===== config.mk =====
export PLATFORM = sky130hd
export DESIGN_NAME = pes_to_ts_packetizer_top
export DESIGN_NICKNAME = d
export VERILOG_FILES = /design/src/hw/rtl/pts_pkg.sv /design/src/hw/rtl/pts_ram.sv /design/src/hw/rtl/pts_ctrl.sv /design/src/hw/rtl/pts_datapath.sv /design/src/hw/rtl/pes_to_ts_packetizer_top.sv
export SDC_FILE = /design/constraint.sdc
export NUM_CORES = 1
export LEC_CHECK = 0
export ABC_AREA = 0
export ABC_CLOCK_PERIOD_IN_PS = 4900
export BUFFER_PORTS_ARGS = -buffer_cell sky130_fd_sc_hd__clkbuf_2
export CAP_MARGIN = 20
export CORE_ASPECT_RATIO = 1.25
export CORE_MARGIN = 5
export CORE_UTILIZATION = 45
export CTS_CLUSTER_SIZE = 14
export DETAILED_ROUTE_END_ITERATION = 8
export GPL_TIMING_DRIVEN = 0
export PLACE_DENSITY_LB_ADDON = 0.15
export SLEW_MARGIN = 20
export SYNTH_ARGS = -nofsm -noshare
export SYNTH_HDL_FRONTEND = slang
export SYNTH_SLANG_ARGS = --single-unit

===== constraint.sdc =====
create_clock -name clk_i -period 4.9 [get_ports clk_i]
set_input_delay 0.735 -clock clk_i [delete_from_list [all_inputs] [get_ports clk_i]]
set_output_delay 0.735 -clock clk_i [all_outputs]
set_load 0.01 [all_outputs]

===== src/hw/rtl/pts_pkg.sv =====
// Package: shared constants, controller state type and command/status structs for the packetizer.
package pts_pkg;

  localparam int unsigned PAYLOAD_BYTES = 184;
  localparam int unsigned PKT_BYTES     = 188;
  localparam int unsigned PID_W         = 13;
  localparam int unsigned FILL_W        = $clog2(PAYLOAD_BYTES);
  localparam int unsigned POS_W         = $clog2(PKT_BYTES + 1);

  localparam logic [7:0] TS_SYNC       = 8'h47;
  localparam logic [7:0] STUFF_BYTE    = 8'hff;
  localparam logic [7:0] AF_FLAG_DISC  = 8'h80;
  localparam logic [7:0] AF_FLAG_NONE  = 8'h00;

  // header byte positions and the adaptation field
  localparam logic [POS_W-1:0] POS_SYNC   = POS_W'(0);
  localparam logic [POS_W-1:0] POS_PID_HI = POS_W'(1);
  localparam logic [POS_W-1:0] POS_PID_LO = POS_W'(2);
  localparam logic [POS_W-1:0] POS_CTRL   = POS_W'(3);
  localparam logic [POS_W-1:0] POS_AF_LEN = POS_W'(4);
  localparam logic [POS_W-1:0] POS_AF_FLG = POS_W'(5);

  typedef enum logic [1:0] {
    ST_IDLE,
    ST_FETCH,
    ST_ASM,
    ST_SEND
  } ctl_state_e;

  typedef struct packed {
    logic accept;    // input byte transfer this cycle
    logic asm_byte;  // shift one packet byte into the word register
  } ctl_cmd_t;

  typedef struct packed {
    logic pkt_due;   // accepted byte closes a packet
    logic word_done; // byte being assembled is the fourth of a word
    logic pkt_done;  // word on the output is the last of the packet
  } dp_status_t;

endpackage


===== src/hw/rtl/pts_ram.sv =====
// Generic single-write, single-read RAM with registered read data.
module pts_ram #(
  parameter int unsigned WIDTH = 8,
  parameter int unsigned DEPTH = 184
) (
  input  logic                     clk_i,
  input  logic                     we_i,
  input  logic [$clog2(DEPTH)-1:0] waddr_i,
  input  logic [WIDTH-1:0]         wdata_i,
  input  logic [$clog2(DEPTH)-1:0] raddr_i,
  output logic [WIDTH-1:0]         rdata_o
);

  logic [WIDTH-1:0] mem_q [DEPTH];
  logic [WIDTH-1:0] rdata_q;

  always_ff @(posedge clk_i) begin
    if (we_i) begin
      mem_q[waddr_i] <= wdata_i;
    end
    rdata_q <= mem_q[raddr_i];
  end

  assign rdata_o = rdata_q;

endmodule


===== src/hw/rtl/pts_ctrl.sv =====
// Controller FSM: input acceptance, byte fetch/assemble sequencing, word output handshake.
module pts_ctrl (
  input  logic                clk_i,
  input  logic                rst_ni,
  input  logic                in_valid_i,
  output logic                in_stall_o,
  output logic                out_valid_o,
  input  logic                out_stall_i,
  input  pts_pkg::dp_status_t status_i,
  output pts_pkg::ctl_cmd_t   cmd_o
);

  pts_pkg::ctl_state_e state_q, state_d;

  always_ff @(posedge clk_i or negedge rst_ni) begin
    if (!rst_ni) begin
      state_q <= pts_pkg::ST_IDLE;
    end else begin
      state_q <= state_d;
    end
  end

  always_comb begin
    state_d = state_q;
    unique case (state_q)
      pts_pkg::ST_IDLE: begin
        if (in_valid_i && status_i.pkt_due) begin
          state_d = pts_pkg::ST_FETCH;
        end
      end
      pts_pkg::ST_FETCH: begin
        state_d = pts_pkg::ST_ASM;
      end
      pts_pkg::ST_ASM: begin
        state_d = status_i.word_done ? pts_pkg::ST_SEND : pts_pkg::ST_FETCH;
      end
      pts_pkg::ST_SEND: begin
        if (!out_stall_i) begin
          state_d = status_i.pkt_done ? pts_pkg::ST_IDLE : pts_pkg::ST_FETCH;
        end
      end
      default: state_d = pts_pkg::ST_IDLE;
    endcase
  end

  always_comb begin
    in_stall_o     = 1'b1;
    out_valid_o    = 1'b0;
    cmd_o.accept   = 1'b0;
    cmd_o.asm_byte = 1'b0;
    unique case (state_q)
      pts_pkg::ST_IDLE: begin
        in_stall_o   = 1'b0;
        cmd_o.accept = in_valid_i;
      end
      pts_pkg::ST_FETCH: ;
      pts_pkg::ST_ASM: begin
        cmd_o.asm_byte = 1'b1;
      end
      pts_pkg::ST_SEND: begin
        out_valid_o = 1'b1;
      end
      default: ;
    endcase
  end

  // input and output never transfer in the same cycle
  assert property (@(posedge clk_i) disable iff (!rst_ni) out_valid_o |-> in_stall_o)
    else $error("input open while a word is offered");

  // a packet start always leads into a fetch
  assert property (@(posedge clk_i) disable iff (!rst_ni)
    (cmd_o.accept && status_i.pkt_due) |=> state_q == pts_pkg::ST_FETCH)
    else $error("packet start did not begin fetching");

  // a word is offered only right after its fourth byte or while held
  assert property (@(posedge clk_i) disable iff (!rst_ni)
    $rose(out_valid_o) |-> $past(cmd_o.asm_byte) && $past(status_i.word_done))
    else $error("word offered before it was complete");

endmodule


===== src/hw/rtl/pts_datapath.sv =====
// Datapath: payload store, packet header state and byte-serial word assembly.
module pts_datapath (
  input  logic                          clk_i,
  input  logic                          rst_ni,
  input  pts_pkg::ctl_cmd_t             cmd_i,
  output pts_pkg::dp_status_t           status_o,
  input  logic [pts_pkg::PID_W-1:0]     pid_i,
  input  logic [7:0]                    data_byte_i,
  input  logic                          pes_end_i,
  input  logic                          mark_discontinuity_i,
  output logic [31:0]                   packet_word_o,
  output logic                          packet_last_o
);

  localparam logic [pts_pkg::FILL_W-1:0] FillLast = pts_pkg::FILL_W'(pts_pkg::PAYLOAD_BYTES - 1);
  localparam logic [pts_pkg::FILL_W:0]   NFull    = (pts_pkg::FILL_W+1)'(pts_pkg::PAYLOAD_BYTES);
  localparam logic [pts_pkg::POS_W:0]    PktLen   = (pts_pkg::POS_W+1)'(pts_pkg::PKT_BYTES);

  // running state
  logic [pts_pkg::FILL_W-1:0] fill_q, fill_d;
  logic                       start_q, start_d;
  logic [3:0]                 cc_q, cc_d;
  logic                       disc_q, disc_d;

  // per-packet captured fields
  logic [pts_pkg::FILL_W:0]   n_q;
  logic                       pusi_q;
  logic [3:0]                 pkt_cc_q;
  logic                       flag_q;

  logic [pts_pkg::POS_W-1:0]  pos_q, pos_d;
  logic [31:0]                word_q;

  logic                       start_pkt;
  logic                       disc_now;
  logic                       use_flag;
  logic [pts_pkg::FILL_W:0]   n_new;
  logic [pts_pkg::POS_W:0]    pos_plus_n;
  logic [pts_pkg::FILL_W-1:0] raddr;
  logic [7:0]                 rdata;
  logic [7:0]                 pkt_byte;
  logic                       adapt;
  logic [pts_pkg::FILL_W:0]   af_len;

  assign n_new     = {1'b0, fill_q} + 1'b1;
  assign start_pkt = cmd_i.accept && status_o.pkt_due;
  assign disc_now  = disc_q | mark_discontinuity_i;
  // discontinuity flag fits only when the adaptation field has two or more bytes
  assign use_flag  = disc_now && (n_new < NFull - 1'b1);

  assign status_o.pkt_due   = pes_end_i || (fill_q == FillLast);
  assign status_o.word_done = pos_q[1:0] == 2'b11;
  assign status_o.pkt_done  = {1'b0, pos_q} == PktLen;

  always_comb begin
    fill_d  = fill_q;
    start_d = start_q;
    cc_d    = cc_q;
    disc_d  = disc_q;
    if (cmd_i.accept) begin
      disc_d = disc_now;
      fill_d = n_new[pts_pkg::FILL_W-1:0];
      if (status_o.pkt_due) begin
        fill_d  = '0;
        start_d = pes_end_i;
        cc_d    = cc_q + 4'd1;
        disc_d  = disc_now & ~use_flag;
      end
    end
  end

  always_ff @(posedge clk_i or negedge rst_ni) begin
    if (!rst_ni) begin
      fill_q  <= '0;
      start_q <= 1'b1;
      cc_q    <= '0;
      disc_q  <= 1'b0;
      pos_q   <= '0;
    end else begin
      fill_q  <= fill_d;
      start_q <= start_d;
      cc_q    <= cc_d;
      disc_q  <= disc_d;
      pos_q   <= pos_d;
    end
  end

  always_comb begin
    pos_d = pos_q;
    if (start_pkt) begin
      pos_d = '0;
    end else if (cmd_i.asm_byte) begin
      pos_d = pos_q + 1'b1;
    end
  end

  always_ff @(posedge clk_i) begin
    if (start_pkt) begin
      n_q      <= n_new;
      pusi_q   <= start_q;
      pkt_cc_q <= cc_q;
      flag_q   <= use_flag;
    end
    if (cmd_i.asm_byte) begin
      word_q <= {word_q[23:0], pkt_byte};
    end
  end

  // payload byte i sits at packet position 188 - n + i
  assign pos_plus_n = {1'b0, pos_q} + (pts_pkg::POS_W+1)'(n_q);
  assign raddr      = pts_pkg::FILL_W'(pos_plus_n - PktLen);

  pts_ram #(
    .WIDTH (8),
    .DEPTH (pts_pkg::PAYLOAD_BYTES)
  ) u_store (
    .clk_i   (clk_i),
    .we_i    (cmd_i.accept),
    .waddr_i (fill_q),
    .wdata_i (data_byte_i),
    .raddr_i (raddr),
    .rdata_o (rdata)
  );

  assign adapt  = n_q < NFull;
  assign af_len = NFull - n_q - 1'b1;

  always_comb begin
    if (pos_plus_n >= PktLen) begin
      pkt_byte = rdata;
    end else begin
      case (pos_q)
        pts_pkg::POS_SYNC:   pkt_byte = pts_pkg::TS_SYNC;
        pts_pkg::POS_PID_HI: pkt_byte = {1'b0, pusi_q, 1'b0, pid_i[12:8]};
        pts_pkg::POS_PID_LO: pkt_byte = pid_i[7:0];
        pts_pkg::POS_CTRL:   pkt_byte = {2'b00, adapt, 1'b1, pkt_cc_q};
        pts_pkg::POS_AF_LEN: pkt_byte = af_len[7:0];
        pts_pkg::POS_AF_FLG: pkt_byte = flag_q ? pts_pkg::AF_FLAG_DISC : pts_pkg::AF_FLAG_NONE;
        default:             pkt_byte = pts_pkg::STUFF_BYTE;
      endcase
    end
  end

  assign packet_word_o = word_q;
  assign packet_last_o = status_o.pkt_done;

  assert property (@(posedge clk_i) disable iff (!rst_ni)
    {1'b0, fill_q} < NFull)
    else $error("fill count out of range");

  assert property (@(posedge clk_i) disable iff (!rst_ni)
    {1'b0, pos_q} <= PktLen)
    else $error("byte position past packet end");

  assert property (@(posedge clk_i) disable iff (!rst_ni)
    start_pkt |=> fill_q == '0 && pos_q == '0)
    else $error("packet start did not clear fill and position");

endmodule


===== src/hw/rtl/pes_to_ts_packetizer_top.sv =====
// Top level: PES byte stream in, 188-byte transport packets out as 47 words.
// Input: one byte per cycle while collecting; the byte that fills 184 bytes or ends
// a PES starts a packet and closes the input until its 47 words have left.
// Packet output: each word is built by fetching and assembling four bytes
// through the one store read port, then offered and held while out_stall_i is high.
// First word is offered once its four bytes are fetched and assembled after the closing byte.
// Reset (rst_ni low, async): empty store, PES start set, continuity 0, no pending
// discontinuity, PID 0. Store contents are not cleared; only written bytes are read.
module pes_to_ts_packetizer_top (
  input  logic                      clk_i,
  input  logic                      rst_ni,
  // PID configuration write
  input  logic                      cfg_valid_i,
  output logic                      cfg_ready_o,
  input  logic [pts_pkg::PID_W-1:0] cfg_pid_i,
  // PES byte input
  input  logic                      in_valid_i,
  output logic                      in_stall_o,
  input  logic [7:0]                data_byte_i,
  input  logic                      pes_end_i,
  input  logic                      mark_discontinuity_i,
  // transport packet word output
  output logic                      out_valid_o,
  input  logic                      out_stall_i,
  output logic [31:0]               packet_word_o,
  output logic                      packet_last_o
);

  pts_pkg::ctl_cmd_t   cmd;
  pts_pkg::dp_status_t status;
  logic [pts_pkg::PID_W-1:0] pid_q;

  // PID register: writes are always taken; the user must change config only while idle, the block does not enforce it
  assign cfg_ready_o = 1'b1;

  always_ff @(posedge clk_i or negedge rst_ni) begin
    if (!rst_ni) begin
      pid_q <= '0;
    end else if (cfg_valid_i) begin
      pid_q <= cfg_pid_i;
    end
  end

  // sequencing: accept, fetch/assemble per byte, send per word
  pts_ctrl u_ctrl (
    .clk_i       (clk_i),
    .rst_ni      (rst_ni),
    .in_valid_i  (in_valid_i),
    .in_stall_o  (in_stall_o),
    .out_valid_o (out_valid_o),
    .out_stall_i (out_stall_i),
    .status_i    (status),
    .cmd_o       (cmd)
  );

  // payload store, header fields and word builder
  pts_datapath u_dp (
    .clk_i                (clk_i),
    .rst_ni               (rst_ni),
    .cmd_i                (cmd),
    .status_o             (status),
    .pid_i                (pid_q),
    .data_byte_i          (data_byte_i),
    .pes_end_i            (pes_end_i),
    .mark_discontinuity_i (mark_discontinuity_i),
    .packet_word_o        (packet_word_o),
    .packet_last_o        (packet_last_o)
  );

endmodule

==> impl_summary.txt <==
----------------------------------------------------
[Place]
  Total half-perimeter wirelength after legalization and detailed placement ... 110000 um
  Final weighted congestion of routability-driven global placement ... 0.906
  Port Buf Inserts ... 62

[Finish]
  Share of final-layout standard cells stronger than drive strength 1 ... 26.4%
  Synth-to-Final Area Change ... 13.6%
  End-of-flow core utilization ... 51.4%
  Final nets ... 3347
  ANT cells ... 0

[Clocking]
  Sinks on Clock Net ... 1564
  Max H-tree Level ... 4
  CTS clock-pin slew for the worst setup and hold paths ... 0.06 ns
  Worst-skew pair later-pin latency ... 0.79 ns
  Total clock buffers created by CTS ... 152
  Total of hold buffers inserted after clock tree synthesis ... 0
  Clock root buffer master ... clkbuf_16
  TritonCTS clock tree ... built
  Longest Clk Path Bufs ... 3

[Timing]
  Unrepaired setup endpoints after global routing ... false
  Worst clock skew ... 0.0286 ns
  Total negative setup slack ... 0 ns
  Clock period minus worst slack ... 4.83 ns
  Max frequency ... 0.207 GHz
  Final period utilization ... 98.6%
  Slew at the pin with the worst max-slew slack ... 1.11 ns
  Hold Fails Final Rpt ... 0
  Relative max-transition margin ... 26.1%
  Number of pins with negative max-slew slack in the final report ... 0
  Finish-stage setup viols ... 0
  Worst Hold Margin ... 0.0488 ns

[Detailed routing]
  Remaining design rule violation count ... 0
  Detail Route Antenna Nets ... 0
  Routed length per placed instance ... 31.0 um
  Vias post-DR ... 30868
  Number of optimization iterations in the first detailed-route pass ... 6
  Drt total wl ... 163000 um
  Starting DRC count in detailed routing ... 3114
  Detail-routed via count per cell ... 5.86

[Synthesis]
  Post-synthesis area per instance ... 20.2 um2
  Yosys top cell area share ... 73.5%
  Count of cell types in the netlist ... 70
  Number of warning messages in the yosys log ... 0
  Number of enable-type register cells in the synthesized netlist ... 1519
  Syn_nets ... 3116
  Library cell with the largest summed area after synthesis ... edfxtp_1
  Synth cell count leaders ... edfxtp_1, mux4_2, nand2_1, nor2_1, mux2i_1
  Leading register cell type out of synthesis ... edfxtp_1
  Cells after synthesis ... 3067
  Flop and latch count out of synthesis ... 1564
  Netlist area before placement ... 0.0621 mm2
  Share of flip-flops with an asynchronous set or reset after synthesis ... 2.37%
  Main area contributors after synthesis ... edfxtp_1, mux4_2, mux2i_1, dfrtp_1, nand2_1
  Portion of the post-synthesis area used by sequential elements ... 75.2%
  Cell with the most instances after synthesis ... edfxtp_1

[GRT]
  Grt total ovfl ... 0
  Largest net degree at the start of global routing ... 114
  Initial antenna violation count ... 2
  Vias in the first global route ... 32150
  Global-route wire length before repair ... 234000 um
  Global-route usage over all layers ... 22.6%

[Critical path]
  FF-to-FF setup slack ... 0.07 ns
  CP Class ... flop to flop
  Slowest stage cell on the critical path ... a311oi_4
  Arrival time worst endpoint ... 5.49 ns
  Crit path max fanout ... 10
  CP required ... 5.56 ns
  CP endpoint ... u_dp.u_store.rdata_o[1]
  Worst path most repeated cell ... buf_12
  Critical register-to-register path endpoint ... u_dp.u_store.rdata_o[1]
  Kind of start point of the critical path ... flop
  CP Launch Point ... u_dp.n_q[0]
  Kind of end point of the critical path ... flop
  CP peak stage delay ... 0.59 ns
  Ordered cell list for the critical path ... ha_2 -> inv_1 -> fa_2 -> xor2_4 -> inv_1 -> buf_6 -> buf_12 -> clkbuf_16 -> buf_6 -> ha_4 -> xor3_2 -> buf_12 -> buf_8 -> buf_12 -> mux2i_2 -> nand2_1 -> a311oi_4 -> a311oi_2 -> o32a_1
  FF-to-FF Start ... u_dp.n_q[0]
  Logic depth of the worst register-to-register path ... 19

[Floorplan]
  Vert. Die Dim ... 425 um
  Total core area ... 0.137 mm2
  Floorplan die area ... 0.145 mm2
  Overall die width ... 342 um
  Count of boundary I/O pins ... 64
  Initial Util ... 45.3%
  Num rows ... 152

[Power and ir drop]
  Share of total power consumed by net switching ... 38.1%
  Switch Pwr ... 18.8 mW
  Leak ... 22.4 nW
  Total power per unit cell area ... 697 mW/mm2
  Cell-internal power ... 30.4 mW
  Fraction of power consumed by sequential logic ... 31.0%
  Share of power burned in the clock network ... 23.3%
  VDD IR max ... 617 uV
  Combinational cell fraction of total power ... 45.7%

[Worst hold path]
  Path class of the lowest-slack min-delay path ... input port to async pin

[Run]
  Max-cap violations ... 0

[Status]
  Outcome ... complete, no violations

----------------------------------------------------
## stage by stage
stage          area, um2  setup WS [ns]  std cells  total power, mW
6_report           70500         0.0692       5264             49.2
5_1_grt            70500         0.0582       5264             50.9
4_1_cts            70400         0.0491       5264             49.1
3_5_place_dp       65100          -2.64       4989             36.5
3_3_place_gp       64700          -3.05       4977             36.4
2_1_floorplan      62100          0.382       3067             28.2
## how the worst min path moves through the flow
stage                              to  cells after the start  slack, ns                   start
6_report                     pid_q[9]                      1       0.05                  rst_ni
5_1_grt                      pid_q[9]                      1        0.1                  rst_ni
4_1_cts                      pid_q[9]                      1       0.06                  rst_ni
3_5_place_dp   u_dp.packet_word_o[31]                      0       0.44  u_dp.packet_word_o[23]
3_3_place_gp   u_dp.packet_word_o[28]                      0       0.43  u_dp.packet_word_o[20]
2_1_floorplan                pid_q[0]                      0       0.44                  rst_ni
## cell families after synthesis
logic type	count (synthesis)	synth area share [%]
flip-flops	1564	75.2
multiplexers	547	16.7
AND/OR/NAND/NOR	527	3.54
buffers and inverters	202	1.58
AO/OA/AOI/OAI	181	2.13
XOR/XNOR	24	0.387
adder cells (fa/ha/maj)	21	0.435
other	1	0.00604
## area by class of cell
type,count,area [um2]
Tap cell,1848,2310
Inverter,18,67.6
Timing Repair Buffer,77,733
Clock inverter,71,652
Multi-Input combinational cell,1301,14700
Sequential cell,1564,46700
Fill cell,10810,66600
Buffer,184,1100
Clock buffer,201,4200
## cell usage in the layout (no fill, tap or decap), drive strengths merged, types with 9 or more instances in the layout
cell type and count:
o21ai 70, nand3 62, a21oi 9, nor2 210
dfrtp 36, xnor2 9, clkinv 53, ha 20
bufinv 11, mux2 52, edfxtp 1519, xor2 13
mux4 384, nand2 212, nor3 10, a22oi 22
clkbuf 354, inv 23, mux2i 111, a311oi 35
buf 106
## worst max-delay path, delay by kind of cell, from the launching register on
kind / cells / cell delay [ns]
xor+xnor: 2 / 0.49
flops: 1 / 0.40
mux: 1 / 0.25
compound gates: 3 / 1.15
buf+inv: 9 / 1.42
simple gates: 1 / 0.13
fa+ha+maj: 3 / 0.79
## layer usage
| layer | share of wire (%) | vias to the layer above | GRT usage (%) |
|---|---|---|---|
| met1 | 39 | 16440 | 28.9 |
| met3 | 6.5 | 264 | 4.42 |
| li1 | - | 12972 | - |
| met2 | 50 | 1192 | 38.1 |
| met4 | 4.4 | 0 | 9.66 |
| met5 | 0 | - | 0 |
## registers in the layout (all words and copies together), names as in the netlist, 2 cells and up
register and flops:
u_dp.u_store.mem_q 1472, u_ctrl.state_q 2, u_dp.fill_q 8, pid_q 13
u_dp.n_q 9, u_dp.packet_word_o 32, u_dp.cc_q 4, u_dp.pkt_cc_q 4
u_dp.pos_q 8, u_dp.u_store.rdata_o 8
## what timing repair did
action | CTS | global route
gates cloned | 0 | 0
endpoints found under the setup margin | 16 | 14
buffers inserted | 3 | 0
gates resized for setup | 89 | 26
pin swaps | 14 | 8
## power by group through the flow
stage,clock network (mW),logic (mW),registers [mW]
finish,11.5,22.5,15.2
detailed placement,0,21.0,15.5
CTS,11.7,22.2,15.2
global placement,0,20.8,15.5
global route,12.3,23.4,15.2
floorplan,0,12.7,15.5
Power figures use the tool's default switching activity.
